`config.mk`:
```
export PLATFORM = sky130hd
export DESIGN_NAME = letter_run_length_encoder_top
export DESIGN_NICKNAME = d
export VERILOG_FILES = /design/src/rtl/lrle_pkg.sv /design/src/rtl/lrle_front.sv /design/src/rtl/lrle_queue.sv /design/src/rtl/lrle_back.sv /design/src/rtl/letter_run_length_encoder_top.sv
export VERILOG_INCLUDE_DIRS = /design/src /design/src/rtl
export SDC_FILE = /design/constraint.sdc
export NUM_CORES = 1
export LEC_CHECK = 0
export BUFFER_PORTS_ARGS = -buffer_cell sky130_fd_sc_hd__buf_4
export CORE_MARGIN = 3
export CORE_UTILIZATION = 50
export CTS_CLUSTER_DIAMETER = 150
export DETAILED_ROUTE_END_ITERATION = 6
export GPL_TIMING_DRIVEN = 0
export HOLD_SLACK_MARGIN = 0.06
export PLACE_DENSITY = 0.71
export SLEW_MARGIN = 20
export SYNTH_ARGS = -nofsm -noshare
export SYNTH_HDL_FRONTEND = slang
export SYNTH_SLANG_ARGS = --single-unit
```
`constraint.sdc`:
```
create_clock -name clk_i -period 5.51 [get_ports clk_i]
set_input_delay 0.551 -clock clk_i [delete_from_list [all_inputs] [get_ports clk_i]]
set_output_delay 0.551 -clock clk_i [all_outputs]
set_load 0.01 [all_outputs]
```
`src/rtl/letter_run_length_encoder_top_defines.svh`:
```
// assertion helpers for the letter run-length encoder
`ifndef LETTER_RUN_LENGTH_ENCODER_TOP_DEFINES_SVH
`define LETTER_RUN_LENGTH_ENCODER_TOP_DEFINES_SVH

`ifndef SYNTHESIS
// property must hold at every clock edge out of reset
`define LRLE_ASSERT(label, clk, rstn, prop) \
  label: assert property (@(posedge clk) disable iff (!(rstn)) (prop)) \
    else $error("lrle assertion failed");
// condition must never be seen at a clock edge out of reset
`define LRLE_ASSERT_NEVER(label, clk, rstn, cond) \
  label: assert property (@(posedge clk) disable iff (!(rstn)) !(cond)) \
    else $error("lrle forbidden condition seen");
`else
`define LRLE_ASSERT(label, clk, rstn, prop)
`define LRLE_ASSERT_NEVER(label, clk, rstn, cond)
`endif

`endif

```
`src/rtl/lrle_pkg.sv`:
```
package lrle_pkg;

  // ascii codes used by the encoder
  localparam logic [7:0] CHAR_UPPER_A = 8'h41;
  localparam logic [7:0] CHAR_UPPER_Z = 8'h5A;
  localparam logic [7:0] CHAR_LOWER_A = 8'h61;
  localparam logic [7:0] CHAR_LOWER_Z = 8'h7A;
  localparam logic [7:0] CHAR_ZERO    = 8'h30;
  localparam logic [3:0] BCD_NINE     = 4'd9;

  // per-run control carried through the queue
  typedef struct packed {
    logic [7:0] letter;
    logic       last;
    logic       done;
  } lrle_tag_t;

  // decimal digits needed for the largest count of a given width
  function automatic int dec_digits(int bits);
    longint unsigned v;
    int n;
    v = (64'd1 << bits) - 64'd1;
    n = 0;
    for (int i = 0; i < 20; i++) begin
      if (v != 64'd0) begin
        n++;
        v = v / 10;
      end
    end
    return n;
  endfunction

endpackage

```
`src/rtl/lrle_front.sv`:
```
module lrle_front import lrle_pkg::*; #(
  parameter int COUNT_BITS = 16,
  parameter int NUM_DIGITS = 5,
  parameter int DIG_W      = 3
) (
  input  logic                        clk_i,
  input  logic                        rst_ni,
  input  logic                        in_valid_i,
  output logic                        in_stall_o,
  input  logic [7:0]                  in_byte_i,
  input  logic                        end_of_string_i,
  output logic                        push_o,
  input  logic                        push_full_i,
  output lrle_tag_t                   push_tag_o,
  output logic [NUM_DIGITS-1:0][3:0]  push_digits_o,
  output logic [DIG_W-1:0]            push_ndig_o
);

  localparam logic [COUNT_BITS-1:0] COUNT_MAX = {COUNT_BITS{1'b1}};
  localparam logic [COUNT_BITS-1:0] COUNT_ONE = COUNT_BITS'(1);

  // run state
  logic                       active_q, active_d;
  logic [7:0]                 letter_q, letter_d;
  logic [COUNT_BITS-1:0]      bin_q, bin_d;
  logic [NUM_DIGITS-1:0][3:0] bcd_q, bcd_d;
  logic [DIG_W-1:0]           ndig_q, ndig_d;
  // second run of one request, waiting for its queue slot
  logic                       pend_q, pend_d;
  logic [7:0]                 pend_letter_q, pend_letter_d;

  logic                       accept, is_let, close_old, emit_new;
  logic                       nxt_active;
  logic [7:0]                 nxt_letter;
  logic [COUNT_BITS-1:0]      nxt_bin;
  logic [NUM_DIGITS-1:0][3:0] nxt_bcd, bcd_inc, bcd_one;
  logic [DIG_W-1:0]           nxt_ndig, ndig_inc;

  assign in_stall_o = pend_q | push_full_i;
  assign accept     = in_valid_i & ~in_stall_o;
  assign is_let     = in_byte_i inside {[CHAR_UPPER_A:CHAR_UPPER_Z],
                                        [CHAR_LOWER_A:CHAR_LOWER_Z]};
  assign close_old  = active_q & (~is_let | (in_byte_i != letter_q));

  // decimal increment of the run count, one digit carry at a time
  always_comb begin
    logic carry;
    carry   = 1'b1;
    bcd_inc = bcd_q;
    for (int i = 0; i < NUM_DIGITS; i++) begin
      if (carry) begin
        if (bcd_q[i] == BCD_NINE) begin
          bcd_inc[i] = 4'd0;
        end else begin
          bcd_inc[i] = bcd_q[i] + 4'd1;
          carry      = 1'b0;
        end
      end
    end
    ndig_inc = ndig_q;
    for (int i = 0; i < NUM_DIGITS; i++) begin
      if ((DIG_W'(i) == ndig_q) && (bcd_inc[i] != 4'd0)) begin
        ndig_inc = ndig_q + DIG_W'(1);
      end
    end
    bcd_one    = '0;
    bcd_one[0] = 4'd1;
  end

  // run state after this request, before the end of string clears it
  always_comb begin
    nxt_active = active_q;
    nxt_letter = letter_q;
    nxt_bin    = bin_q;
    nxt_bcd    = bcd_q;
    nxt_ndig   = ndig_q;
    if (is_let) begin
      if (!active_q || close_old) begin
        nxt_active = 1'b1;
        nxt_letter = in_byte_i;
        nxt_bin    = COUNT_ONE;
        nxt_bcd    = bcd_one;
        nxt_ndig   = DIG_W'(1);
      end else if (bin_q != COUNT_MAX) begin
        nxt_bin  = bin_q + COUNT_ONE;
        nxt_bcd  = bcd_inc;
        nxt_ndig = ndig_inc;
      end
    end else begin
      nxt_active = 1'b0;
      nxt_letter = '0;
      nxt_bin    = '0;
      nxt_bcd    = '0;
      nxt_ndig   = '0;
    end
  end

  assign emit_new = end_of_string_i & nxt_active;

  // queue entry: waiting run first, then the closed run, then the final run
  always_comb begin
    push_o        = 1'b0;
    push_tag_o    = '0;
    push_digits_o = '0;
    push_ndig_o   = '0;
    if (pend_q) begin
      push_o            = ~push_full_i;
      push_tag_o.letter = pend_letter_q;
      push_tag_o.last   = 1'b1;
      push_tag_o.done   = 1'b1;
    end else if (close_old) begin
      push_o            = accept;
      push_tag_o.letter = letter_q;
      push_tag_o.last   = ~emit_new;
      push_tag_o.done   = end_of_string_i & ~emit_new;
      push_digits_o     = bcd_q;
      push_ndig_o       = (bin_q > COUNT_ONE) ? ndig_q : '0;
    end else begin
      push_o            = accept & emit_new;
      push_tag_o.letter = nxt_letter;
      push_tag_o.last   = 1'b1;
      push_tag_o.done   = 1'b1;
      push_digits_o     = nxt_bcd;
      push_ndig_o       = (nxt_bin > COUNT_ONE) ? nxt_ndig : '0;
    end
  end

  // next state on an accepted request
  always_comb begin
    active_d      = active_q;
    letter_d      = letter_q;
    bin_d         = bin_q;
    bcd_d         = bcd_q;
    ndig_d        = ndig_q;
    pend_d        = pend_q & push_full_i;
    pend_letter_d = pend_letter_q;
    if (accept) begin
      if (end_of_string_i) begin
        active_d = 1'b0;
        letter_d = '0;
        bin_d    = '0;
        bcd_d    = '0;
        ndig_d   = '0;
      end else begin
        active_d = nxt_active;
        letter_d = nxt_letter;
        bin_d    = nxt_bin;
        bcd_d    = nxt_bcd;
        ndig_d   = nxt_ndig;
      end
      if (close_old && emit_new) begin
        pend_d        = 1'b1;
        pend_letter_d = nxt_letter;
      end
    end
  end

  always_ff @(posedge clk_i or negedge rst_ni) begin
    if (!rst_ni) begin
      active_q      <= 1'b0;
      letter_q      <= '0;
      bin_q         <= '0;
      bcd_q         <= '0;
      ndig_q        <= '0;
      pend_q        <= 1'b0;
      pend_letter_q <= '0;
    end else begin
      active_q      <= active_d;
      letter_q      <= letter_d;
      bin_q         <= bin_d;
      bcd_q         <= bcd_d;
      ndig_q        <= ndig_d;
      pend_q        <= pend_d;
      pend_letter_q <= pend_letter_d;
    end
  end

endmodule

```
`src/rtl/lrle_queue.sv`:
```
module lrle_queue import lrle_pkg::*; #(
  parameter int WIDTH = 8
) (
  input  logic             clk_i,
  input  logic             rst_ni,
  input  logic             push_i,
  input  logic [WIDTH-1:0] push_data_i,
  output logic             full_o,
  output logic             valid_o,
  output logic [WIDTH-1:0] data_o,
  input  logic             pop_i
);

  // two-entry run queue between front and back
  logic [WIDTH-1:0] mem_q [2];
  logic             wr_ptr_q, rd_ptr_q;
  logic [1:0]       count_q;

  assign full_o  = (count_q == 2'd2);
  assign valid_o = (count_q != 2'd0);
  assign data_o  = mem_q[rd_ptr_q];

  // pointers and fill level
  always_ff @(posedge clk_i or negedge rst_ni) begin
    if (!rst_ni) begin
      wr_ptr_q <= 1'b0;
      rd_ptr_q <= 1'b0;
      count_q  <= 2'd0;
    end else begin
      if (push_i) begin
        wr_ptr_q <= ~wr_ptr_q;
      end
      if (pop_i) begin
        rd_ptr_q <= ~rd_ptr_q;
      end
      count_q <= count_q + {1'b0, push_i} - {1'b0, pop_i};
    end
  end

  // entry storage
  always_ff @(posedge clk_i) begin
    if (push_i) begin
      mem_q[wr_ptr_q] <= push_data_i;
    end
  end

endmodule

```
`src/rtl/lrle_back.sv`:
```
module lrle_back import lrle_pkg::*; #(
  parameter int NUM_DIGITS = 5,
  parameter int DIG_W      = 3
) (
  input  logic                        clk_i,
  input  logic                        rst_ni,
  input  logic                        head_valid_i,
  input  lrle_tag_t                   head_tag_i,
  input  logic [NUM_DIGITS-1:0][3:0]  head_digits_i,
  input  logic [DIG_W-1:0]            head_ndig_i,
  output logic                        pop_o,
  output logic                        out_valid_o,
  input  logic                        out_stall_i,
  output logic [7:0]                  out_byte_o,
  output logic                        last_of_item_o,
  output logic                        string_done_o
);

  logic             out_valid_q;
  logic [7:0]       out_byte_q;
  logic             last_q, done_q;
  // letter sent, digits left to send
  logic             sent_q;
  logic [DIG_W-1:0] idx_q;

  logic             can_load, step, fin;
  logic [3:0]       digit;
  logic [7:0]       byte_d;

  assign can_load = ~out_valid_q | ~out_stall_i;
  assign step     = head_valid_i & can_load;

  // pick the next digit, most significant first
  always_comb begin
    digit = 4'd0;
    for (int i = 0; i < NUM_DIGITS; i++) begin
      if (DIG_W'(i) == (idx_q - DIG_W'(1))) begin
        digit = head_digits_i[i];
      end
    end
    if (!sent_q) begin
      byte_d = head_tag_i.letter;
      fin    = (head_ndig_i == '0);
    end else begin
      byte_d = CHAR_ZERO + {4'd0, digit};
      fin    = (idx_q == DIG_W'(1));
    end
  end

  assign pop_o = step & fin;

  // sequencing and output valid
  always_ff @(posedge clk_i or negedge rst_ni) begin
    if (!rst_ni) begin
      out_valid_q <= 1'b0;
      sent_q      <= 1'b0;
      idx_q       <= '0;
    end else begin
      if (step) begin
        out_valid_q <= 1'b1;
        if (fin) begin
          sent_q <= 1'b0;
          idx_q  <= '0;
        end else if (!sent_q) begin
          sent_q <= 1'b1;
          idx_q  <= head_ndig_i;
        end else begin
          idx_q <= idx_q - DIG_W'(1);
        end
      end else if (!out_stall_i) begin
        out_valid_q <= 1'b0;
      end
    end
  end

  // output payload
  always_ff @(posedge clk_i) begin
    if (step) begin
      out_byte_q <= byte_d;
      last_q     <= fin & head_tag_i.last;
      done_q     <= fin & head_tag_i.done;
    end
  end

  assign out_valid_o    = out_valid_q;
  assign out_byte_o     = out_byte_q;
  assign last_of_item_o = last_q;
  assign string_done_o  = done_q;

endmodule

```
`src/rtl/letter_run_length_encoder_top.sv`:
```
// letter run-length encoder
// input channel: one string byte per request (in_byte_i) with end_of_string_i
// on the final byte; in_valid_i / in_stall_o handshake
// output channel: one encoded byte per request (out_byte_o), the run letter
// followed by its length in ascii decimal, most significant digit first, when
// the run is longer than one; last_of_item_o marks the last byte caused by an
// input request, string_done_o the last byte of the encoded string
// non-letter bytes are dropped and close the open run; the count saturates
// at 2**COUNT_BITS - 1
// the front takes one input request per cycle, unless in_stall_o is high, and
// classifies it, keeping the run count in binary and in bcd; a request that
// closes a run and also ends the string with a new letter stalls the input
// until its second run is queued; a two-entry run queue feeds the back,
// which sends 1 + digit count bytes per run, one byte per cycle when not stalled
// the first output byte of a run enters the run queue when the request
// closing the run is accepted, and then the output register of the back
// reset clears the open run, the run queue and the output valid bit
// a stalled output holds its byte; the queue fills, then the input stalls
`include "letter_run_length_encoder_top_defines.svh"

module letter_run_length_encoder_top import lrle_pkg::*; #(
  parameter int COUNT_BITS = 16
) (
  input  logic       clk_i,
  input  logic       rst_ni,
  input  logic       in_valid_i,
  output logic       in_stall_o,
  input  logic [7:0] in_byte_i,
  input  logic       end_of_string_i,
  output logic       out_valid_o,
  input  logic       out_stall_i,
  output logic [7:0] out_byte_o,
  output logic       last_of_item_o,
  output logic       string_done_o
);

  localparam int NUM_DIGITS = dec_digits(COUNT_BITS);
  localparam int DIG_W      = $clog2(NUM_DIGITS + 1);
  localparam int Q_WIDTH    = $bits(lrle_tag_t) + NUM_DIGITS * 4 + DIG_W;

  logic                       fq_push, fq_full, fq_valid, fq_pop;
  lrle_tag_t                  push_tag, head_tag;
  logic [NUM_DIGITS-1:0][3:0] push_digits, head_digits;
  logic [DIG_W-1:0]           push_ndig, head_ndig;
  logic [Q_WIDTH-1:0]         fq_wdata, fq_rdata;

  // request classification and run counting
  lrle_front #(
    .COUNT_BITS (COUNT_BITS),
    .NUM_DIGITS (NUM_DIGITS),
    .DIG_W      (DIG_W)
  ) u_front (
    .clk_i           (clk_i),
    .rst_ni          (rst_ni),
    .in_valid_i      (in_valid_i),
    .in_stall_o      (in_stall_o),
    .in_byte_i       (in_byte_i),
    .end_of_string_i (end_of_string_i),
    .push_o          (fq_push),
    .push_full_i     (fq_full),
    .push_tag_o      (push_tag),
    .push_digits_o   (push_digits),
    .push_ndig_o     (push_ndig)
  );

  // closed runs waiting for the back
  assign fq_wdata = {push_tag, push_digits, push_ndig};
  assign {head_tag, head_digits, head_ndig} = fq_rdata;

  lrle_queue #(
    .WIDTH (Q_WIDTH)
  ) u_queue (
    .clk_i       (clk_i),
    .rst_ni      (rst_ni),
    .push_i      (fq_push),
    .push_data_i (fq_wdata),
    .full_o      (fq_full),
    .valid_o     (fq_valid),
    .data_o      (fq_rdata),
    .pop_i       (fq_pop)
  );

  // byte serializer
  lrle_back #(
    .NUM_DIGITS (NUM_DIGITS),
    .DIG_W      (DIG_W)
  ) u_back (
    .clk_i          (clk_i),
    .rst_ni         (rst_ni),
    .head_valid_i   (fq_valid),
    .head_tag_i     (head_tag),
    .head_digits_i  (head_digits),
    .head_ndig_i    (head_ndig),
    .pop_o          (fq_pop),
    .out_valid_o    (out_valid_o),
    .out_stall_i    (out_stall_i),
    .out_byte_o     (out_byte_o),
    .last_of_item_o (last_of_item_o),
    .string_done_o  (string_done_o)
  );

  // queue never overflows or underflows, end of string closes an item
  `LRLE_ASSERT_NEVER(a_push_when_full, clk_i, rst_ni, fq_push && fq_full)
  `LRLE_ASSERT_NEVER(a_pop_when_empty, clk_i, rst_ni, fq_pop && !fq_valid)
  `LRLE_ASSERT(a_done_is_last, clk_i, rst_ni, (out_valid_o && string_done_o) |-> last_of_item_o)

endmodule

```
==> flow_summary.json, run 1 <==
{
  "yosysSeqAreaShare_pct": 50.7,
  "endpoint": "u_front.bcd_q[13]$_DFFE_PN0P_",
  "pre_cts_slack_ps": 1880,
  "grt_max_degree": 67,
  "r2r_cells": 10,
  "grt_pass1_wl_um": 31100,
  "crit_cells": 10,
  "required_ps": 5800,
  "post-route-min-period_ps": 3260,
  "synth_cells": 779,
  "synth_ff_type": "edfxtp_1",
  "syn_nets": 808,
  "hpwl_um": 13800,
  "postPlaceCellArea_um2": 8230,
  "leakage_nw": 3.30,
  "post-cts-setup-buffers": 0,
  "clockBufferDepth": 2,
  "initial_utilization_pct": 52.2,
  "cts_hold_buf": 0,
  "grt_usage_pct": 23.6,
  "crit_path_start": "u_front.bin_q[0]$_DFFE_PN0P_",
  "ctsResizeCount": 0,
  "maxCapViolCount": 0,
  "antenna_cells_inserted": 0,
  "total_power_mw": 3.37,
  "drive_gt1_share_pct": 10.8,
  "fill_cells": 1215,
  "crit_path_start_kind": "register",
  "finalHoldViolCount": 0,
  "synth.ff_latch_count": 142,
  "finalCritPeriodShare_pct": 59.1,
  "end_kind": "register",
  "p_comb_share_pct": 24.7,
  "p_sw_share_pct": 30.7,
  "insertion_delay_ps": 420,
  "drt-initial-drc-count": 473,
  "ff2ff_setup_slack_ps": 2250,
  "clock.fmax_mhz": 307,
  "slew_violations": 0,
  "setup_viol": 0,
  "synth.area.top_cells": "edfxtp_1 (29%), dfrtp_1 (21%), o21ai_0 (4.7%)",
  "gp_congestion": 0.921,
  "dieWidth_um": 131,
  "cts_tree": "done",
  "antenna_found_initial": 0,
  "drt_first_pass_iters": 5,
  "ctsHtreeMaxLevel": 4,
  "hold_path.class": "input port to asynchronous set/reset pin",
  "async_reset_ff_share_pct": 46.5,
  "synth_most_common_cell": "nand2_1",
  "synth_top_area_share_pct": 29.4,
  "powerDensity_nw_per_um2": 381,
  "slew_headroom_pct": 33.9,
  "seqPwrFrac_pct": 39.3,
  "tightest_slew_ps": 983,
  "instances_no_fill": 1021,
  "yosysTopAreaCell": "edfxtp_1",
  "coreArea_um2": 14900,
  "crit_chain": "ha_1 > clkbuf_1 > nand3_1 > or4_4 > clkbuf_1 > nand4_1 > clkbuf_1 > nor2_1 > o21ai_0 > o31ai_1",
  "slowest_delay_ps": 520,
  "tns_ps": 0,
  "synth_warnings": 0,
  "clkSlewWorstSetupHoldPaths_ps": 60,
  "arrival_ps": 3540,
  "ant_nets": 0,
  "grt_overflow": 0,
  "drc": 0,
  "synthTopCellsByCount": "nand2_1 (93), edfxtp_1 (76), o21ai_0 (73), dfrtp_1 (66), nor2_1 (65)",
  "final.setup_skew_ps": 9.98,
  "numCtsBuffers": 17,
  "crit_slowest_cell": "dfrtp_1",
  "clockPowerShare_pct": 35.9,
  "vias": 6361,
  "vias_per_cell": 6.23,
  "rr_endpoint": "u_front.bcd_q[13]$_DFFE_PN0P_",
  "root_buffer": "clkbuf_16",
  "layout.nets": 853,
  "holdWs_ps": 264,
  "fin_area_um2": 8850,
  "finalWirelength_um": 19500,
  "synth_edf_count": 76,
  "internal_power_mw": 2.34,
  "core.rowCount": 44,
  "yosysUniqueCellTypes": 70,
  "clock_sinks": 142,
  "vdd_drop_max_v": 0.000235,
  "post_drt_wl_per_cell_um": 19.1,
  "setup_slack_ps": 2250,
  "worstPathMaxFanout": 10,
  "cp_num_buf_inv": 3,
  "switchingPower_mw": 1.03,
  "syn_area_um2": 7770,
  "grt_pass1_vias": 6086,
  "grt_setup_unrepaired": "no",
  "die_h_um": 131,
  "cp_common_cell": "clkbuf_1",
  "fin_util_pct": 59.5,
  "status": "completed",
  "io_buffers": 24,
  "crit_type": "register to register",
  "die-area_um2": 17100,
  "avgSynthCellArea_um2": 9.97,
  "crit_family": "buffers and inverters",
  "rr_startpoint": "u_front.bin_q[0]$_DFFE_PN0P_",
  "io_pins": 25,
  "dp.cells": 989,
  "area_growth_pct": 13.9
}
power by group through the flow:
stage | Sequential (mW) | Clock [mW] | Combinational (mW)
global placement | 1.34 | 0 | 0.798
finish | 1.33 | 1.21 | 0.834
global route | 1.34 | 1.27 | 0.911
CTS | 1.33 | 1.22 | 0.834
floorplan | 1.35 | 0 | 0.531
detailed placement | 1.35 | 0 | 0.827
worst min path at each step:
stage / startpoint / to / slack [ps] / depth (start not counted)
4_1_cts: rst_ni / u_back.idx_q[1]$_DFFE_PN0P_ / 290 / 1
3_5_place_dp: u_front.pend_letter_q[6]$_DFFE_PN0P_ / u_front.pend_letter_q[6]$_DFFE_PN0P_ / 460 / 1
2_1_floorplan: rst_ni / u_back.idx_q[0]$_DFFE_PN0P_ / 260 / 0
5_1_grt: rst_ni / u_queue.count_q[1]$_DFF_PN0_ / 310 / 1
3_3_place_gp: u_front.pend_letter_q[6]$_DFFE_PN0P_ / u_front.pend_letter_q[6]$_DFFE_PN0P_ / 450 / 1
6_report: rst_ni / u_back.idx_q[1]$_DFFE_PN0P_ / 260 / 1
registers in the layout (all words and copies together), names as in the netlist, 2 cells and up:
register,flops
u_front.ndig_q,3
u_front.bin_q,16
u_back.idx_q,3
u_front.bcd_q,20
u_back.out_byte_o,8
u_front.pend_letter_q,8
u_front.letter_q,8
u_queue.mem_q,66
u_queue.count_q,2
final cells by class:
class | count | area (um^2) | area share [%]
Clock inverter | 12 | 186 | 2.11
Sequential cell | 142 | 3930 | 44.5
Clock buffer | 20 | 437 | 4.93
Timing Repair Buffer | 26 | 220 | 2.49
Tap cell | 184 | 230 | 2.60
Inverter | 23 | 86.3 | 0.976
Buffer | 47 | 206 | 2.33
Multi-Input combinational cell | 567 | 3550 | 40.1
cells by family (layout without fill, tap and decap cells):
logic type | after synthesis | count (layout) | share of synthesized area, %
compound gates | 212 | 212 | 17.5
flops | 142 | 142 | 50.7
mux | 35 | 35 | 4.62
buf+inv | 70 | 128 | 3.77
xor+xnor | 26 | 26 | 2.93
fa+ha+maj | 16 | 16 | 2.58
simple gates | 278 | 278 | 18.0
worst reg2reg max path, delay by kind of cell, from the launching register on:
kind | cells | cell delay, ps
buf+inv | 3 | 1080
compound gates | 2 | 310
fa+ha+maj | 1 | 200
simple gates | 4 | 1020
flops | 1 | 520
layer usage:
| metal | GRT usage, % | vias up | wire (um) | share of wire (%) |
|---|---|---|---|---|
| met2 | 37.9 | 269 | 9400 | 48 |
| li1 | - | 2973 | - | - |
| met3 | 5.69 | 39 | 1360 | 6.9 |
| met4 | 8.23 | 0 | 374 | 1.9 |
| met1 | 31.6 | 3080 | 8420 | 43 |
| met5 | 0 | - | 0 | 0 |
cells in the final DEF (no fill, tap or decap), drive strengths merged, types with 5 or more instances in the layout:
cell type	instances
a21oi	33
mux2i	28
clkbuf	51
a22o	9
a211oi	6
nor2b	15
inv	26
o221ai	9
and2	9
nand4	15
o21ai	85
nand3	24
o31ai	15
and3	5
buf	42
o211ai	7
dfrtp	66
nand2b	11
nor4	10
nor2	65
o22ai	6
mux2	7
edfxtp	76
nor3	8
nand2	93
xnor2	23
ha	16
Note: power is estimated with default switching activity, not from simulation.
==> run 2, diff against run 1 <==
--- a/config.mk
+++ b/config.mk
@@ -6,6 +6,7 @@
 export SDC_FILE = /design/constraint.sdc
 export NUM_CORES = 1
 export LEC_CHECK = 0
+export ABC_AREA = 1
 export BUFFER_PORTS_ARGS = -buffer_cell sky130_fd_sc_hd__buf_4
 export CORE_MARGIN = 3
 export CORE_UTILIZATION = 50
==> constraint.sdc (replaced) <==
create_clock -name clk_i -period 3.3 [get_ports clk_i]
set_input_delay 0.33 -clock clk_i [delete_from_list [all_inputs] [get_ports clk_i]]
set_output_delay 0.33 -clock clk_i [all_outputs]
set_load 0.01 [all_outputs]
==> run 2 against run 1 <==
Compared with the run above: utilization down 1.9 points; die area up 4.9%; synthesized area up 5.2%; critical path depth up 1; highest routed layer unchanged; critical endpoint is now u_queue.mem_q[0][10]$_DFFE_PP_; cell count up 22%; sequential power up 71%; global-route usage down 0.29 points; register-to-register slack worse by 1900 ps; routed wire length up 4.6%; non-clock buffer count down 19; worst hold slack worse by 150 ps; sequential cell count unchanged.
==> flow_summary.json, run 2 <==
{
  "ctsResizeCount": 0,
  "pre_cts_slack_ps": 436,
  "synth.area.top_cells": "edfxtp_1 (28%), dfrtp_1 (20%), nand2_1 (11%)",
  "final.setup_skew_ps": 12.7,
  "numCtsBuffers": 17,
  "synth_cells": 977,
  "grt_overflow": 0,
  "slew_violations": 0,
  "coreArea_um2": 15900,
  "die_h_um": 134,
  "drive_gt1_share_pct": 13.3,
  "top_regs": "u_queue.mem_q (66), u_front.bcd_q (20), u_front.bin_q (16)",
  "layout.nets": 1050,
  "drc": 0,
  "grt_pass1_wl_um": 33100,
  "tightest_slew_ps": 916,
  "io_pins": 25,
  "yosysTopAreaCell": "edfxtp_1",
  "setup_viol": 0,
  "slew_headroom_pct": 38.9,
  "synth.ff_latch_count": 142,
  "avgSynthCellArea_um2": 8.36,
  "yosysSeqAreaShare_pct": 48.2,
  "post-cts-setup-buffers": 0,
  "cts_hold_buf": 1,
  "instances_no_fill": 1250,
  "post_drt_wl_per_cell_um": 16.4,
  "arrival_ps": 3110,
  "end_kind": "register",
  "top_register": "u_queue.mem_q",
  "leakage_nw": 4.00,
  "root_buffer": "clkbuf_16",
  "dieWidth_um": 134,
  "crit_type": "register to register",
  "ctsHtreeMaxLevel": 4,
  "antenna_cells_inserted": 0,
  "syn_area_um2": 8170,
  "yosysUniqueCellTypes": 49,
  "min_from": "out_stall_i",
  "gp_congestion": 0.959,
  "status": "completed",
  "clock.fmax_mhz": 338,
  "insertion_delay_ps": 430,
  "hold_path.class": "input port to register",
  "setup_slack_ps": 343,
  "layout_commonest_cell": "nand2_1",
  "ant_nets": 0,
  "fin_area_um2": 9190,
  "clock_sinks": 142,
  "drt-initial-drc-count": 744,
  "crit_path_start": "u_front.bin_q[0]$_DFFE_PN0P_",
  "dp.cells": 1217,
  "synth_most_common_cell": "nand2_1",
  "clockBufferDepth": 2,
  "synthTopCellsByCount": "nand2_1 (240), inv_1 (103), nor2_1 (82), edfxtp_1 (76), dfrtp_1 (66)",
  "async_reset_ff_share_pct": 46.5,
  "finalHoldViolCount": 0,
  "antenna_found_initial": 0,
  "die-area_um2": 17900,
  "drt_first_pass_iters": 6,
  "powerDensity_nw_per_um2": 612,
  "vdd_drop_max_v": 0.000439,
  "largest_reg_flops": 66,
  "vias_per_cell": 5.59,
  "syn_nets": 1006,
  "initial_utilization_pct": 51.2,
  "grt_max_degree": 67,
  "grt_pass1_vias": 6674,
  "crit_path_start_kind": "register",
  "grt_setup_unrepaired": "no",
  "area_growth_pct": 12.5,
  "io_buffers": 24,
  "mostFrequentLayoutCells": "nand2_1 (240), inv_1 (101), nor2_1 (82)",
  "tns_ps": 0,
  "synth_warnings": 0,
  "finalWirelength_um": 20400,
  "finalCritPeriodShare_pct": 89.6,
  "hpwl_um": 14500,
  "required_ps": 3450,
  "rr_startpoint": "u_front.bin_q[0]$_DFFE_PN0P_",
  "postPlaceCellArea_um2": 8620,
  "total_power_mw": 5.63,
  "clkSlewWorstSetupHoldPaths_ps": 60,
  "cts_tree": "done",
  "core.rowCount": 46,
  "grt_usage_pct": 23.3,
  "vias": 6987,
  "synth_edf_count": 76,
  "maxCapViolCount": 0,
  "synth_ff_type": "edfxtp_1",
  "worstPathMaxFanout": 10,
  "post-route-min-period_ps": 2960,
  "synth_top_area_share_pct": 27.9
}
## run 2: cell count changes in the layout (fill, tap and decap cells not counted), sizes merged, moves of 27 or more
cell   delta
nor2     +36
mux2i    -27
nand3    +46
o22ai    +38
o21ai    -27
inv     +103
nand2   +162
## run 2: cells by family (layout without fill, tap and decap cells)
family          Yosys count  count (layout)  share of synthesized area, %
fa+ha+maj                16              16                          2.45
mux                       1               1                         0.123
xor+xnor                  7               7                         0.751
simple gates            466             466                          26.4
buf+inv                 153             210                          7.46
compound gates          192             192                          14.7
flops                   142             142                          48.2
## run 2: area by class of cell
| type | count | area, um^2 |
|---|---|---|
| plain buffers | 29 | 143 |
| clock buffers | 18 | 439 |
| clock inverters | 14 | 125 |
| fillers | 1420 | 6750 |
| inverters | 124 | 467 |
| multi-input cells | 682 | 3630 |
| flip-flops and latches | 142 | 3930 |
| well taps | 216 | 270 |
| repair buffers | 25 | 190 |
## run 2: report_power, final
group | switching (mW) | internal (mW)
sequential | 0.0970 | 2.18
clock | 0.825 | 1.01
combinational | 1.04 | 0.479
## run 2: worst paths after layout
path	depth (start not counted)	endpoint	slack, ps
setup reg to reg	11	u_queue.mem_q[0][10]$_DFFE_PP_	340
hold / removal	3	u_back.out_valid_o$_DFFE_PN0P_	110
max in group asynchronous	2	u_front.bin_q[10]$_DFFE_PN0P_	2130
min in group asynchronous	2	u_back.sent_q$_DFFE_PN0P_	580
setup / recovery	11	u_queue.mem_q[0][10]$_DFFE_PP_	340
hold reg to reg	2	u_front.pend_letter_q[6]$_DFFE_PN0P_	450
## run 2: critical path: stages, from the launching register on
cell and delay (ps):
dfrtp_1 500, ha_1 340, inv_2 70, nor2_2 140
nand2_2 110, nor2_4 180, nand3_4 180, buf_6 210
buf_2 200, nand2_1 90, o211ai_1 110, a211oi_1 530
## run 2: metrics by stage
stage	hold WS [ps]	utilization, %
2_1_floorplan	34.4	-
3_3_place_gp	437	54.1
3_5_place_dp	439	54.1
4_1_cts	104	57.7
5_1_grt	122	57.7
6_report	115	57.7
## run 2: layer usage
metal  global-route usage [%]  up-vias  wire length [um]
li1                         -     3427                 -
met1                     30.4     3272              8880
met2                     38.0      239              9890
met3                     5.06       49              1160
met4                     9.54        0               513
met5                        0        -                 0
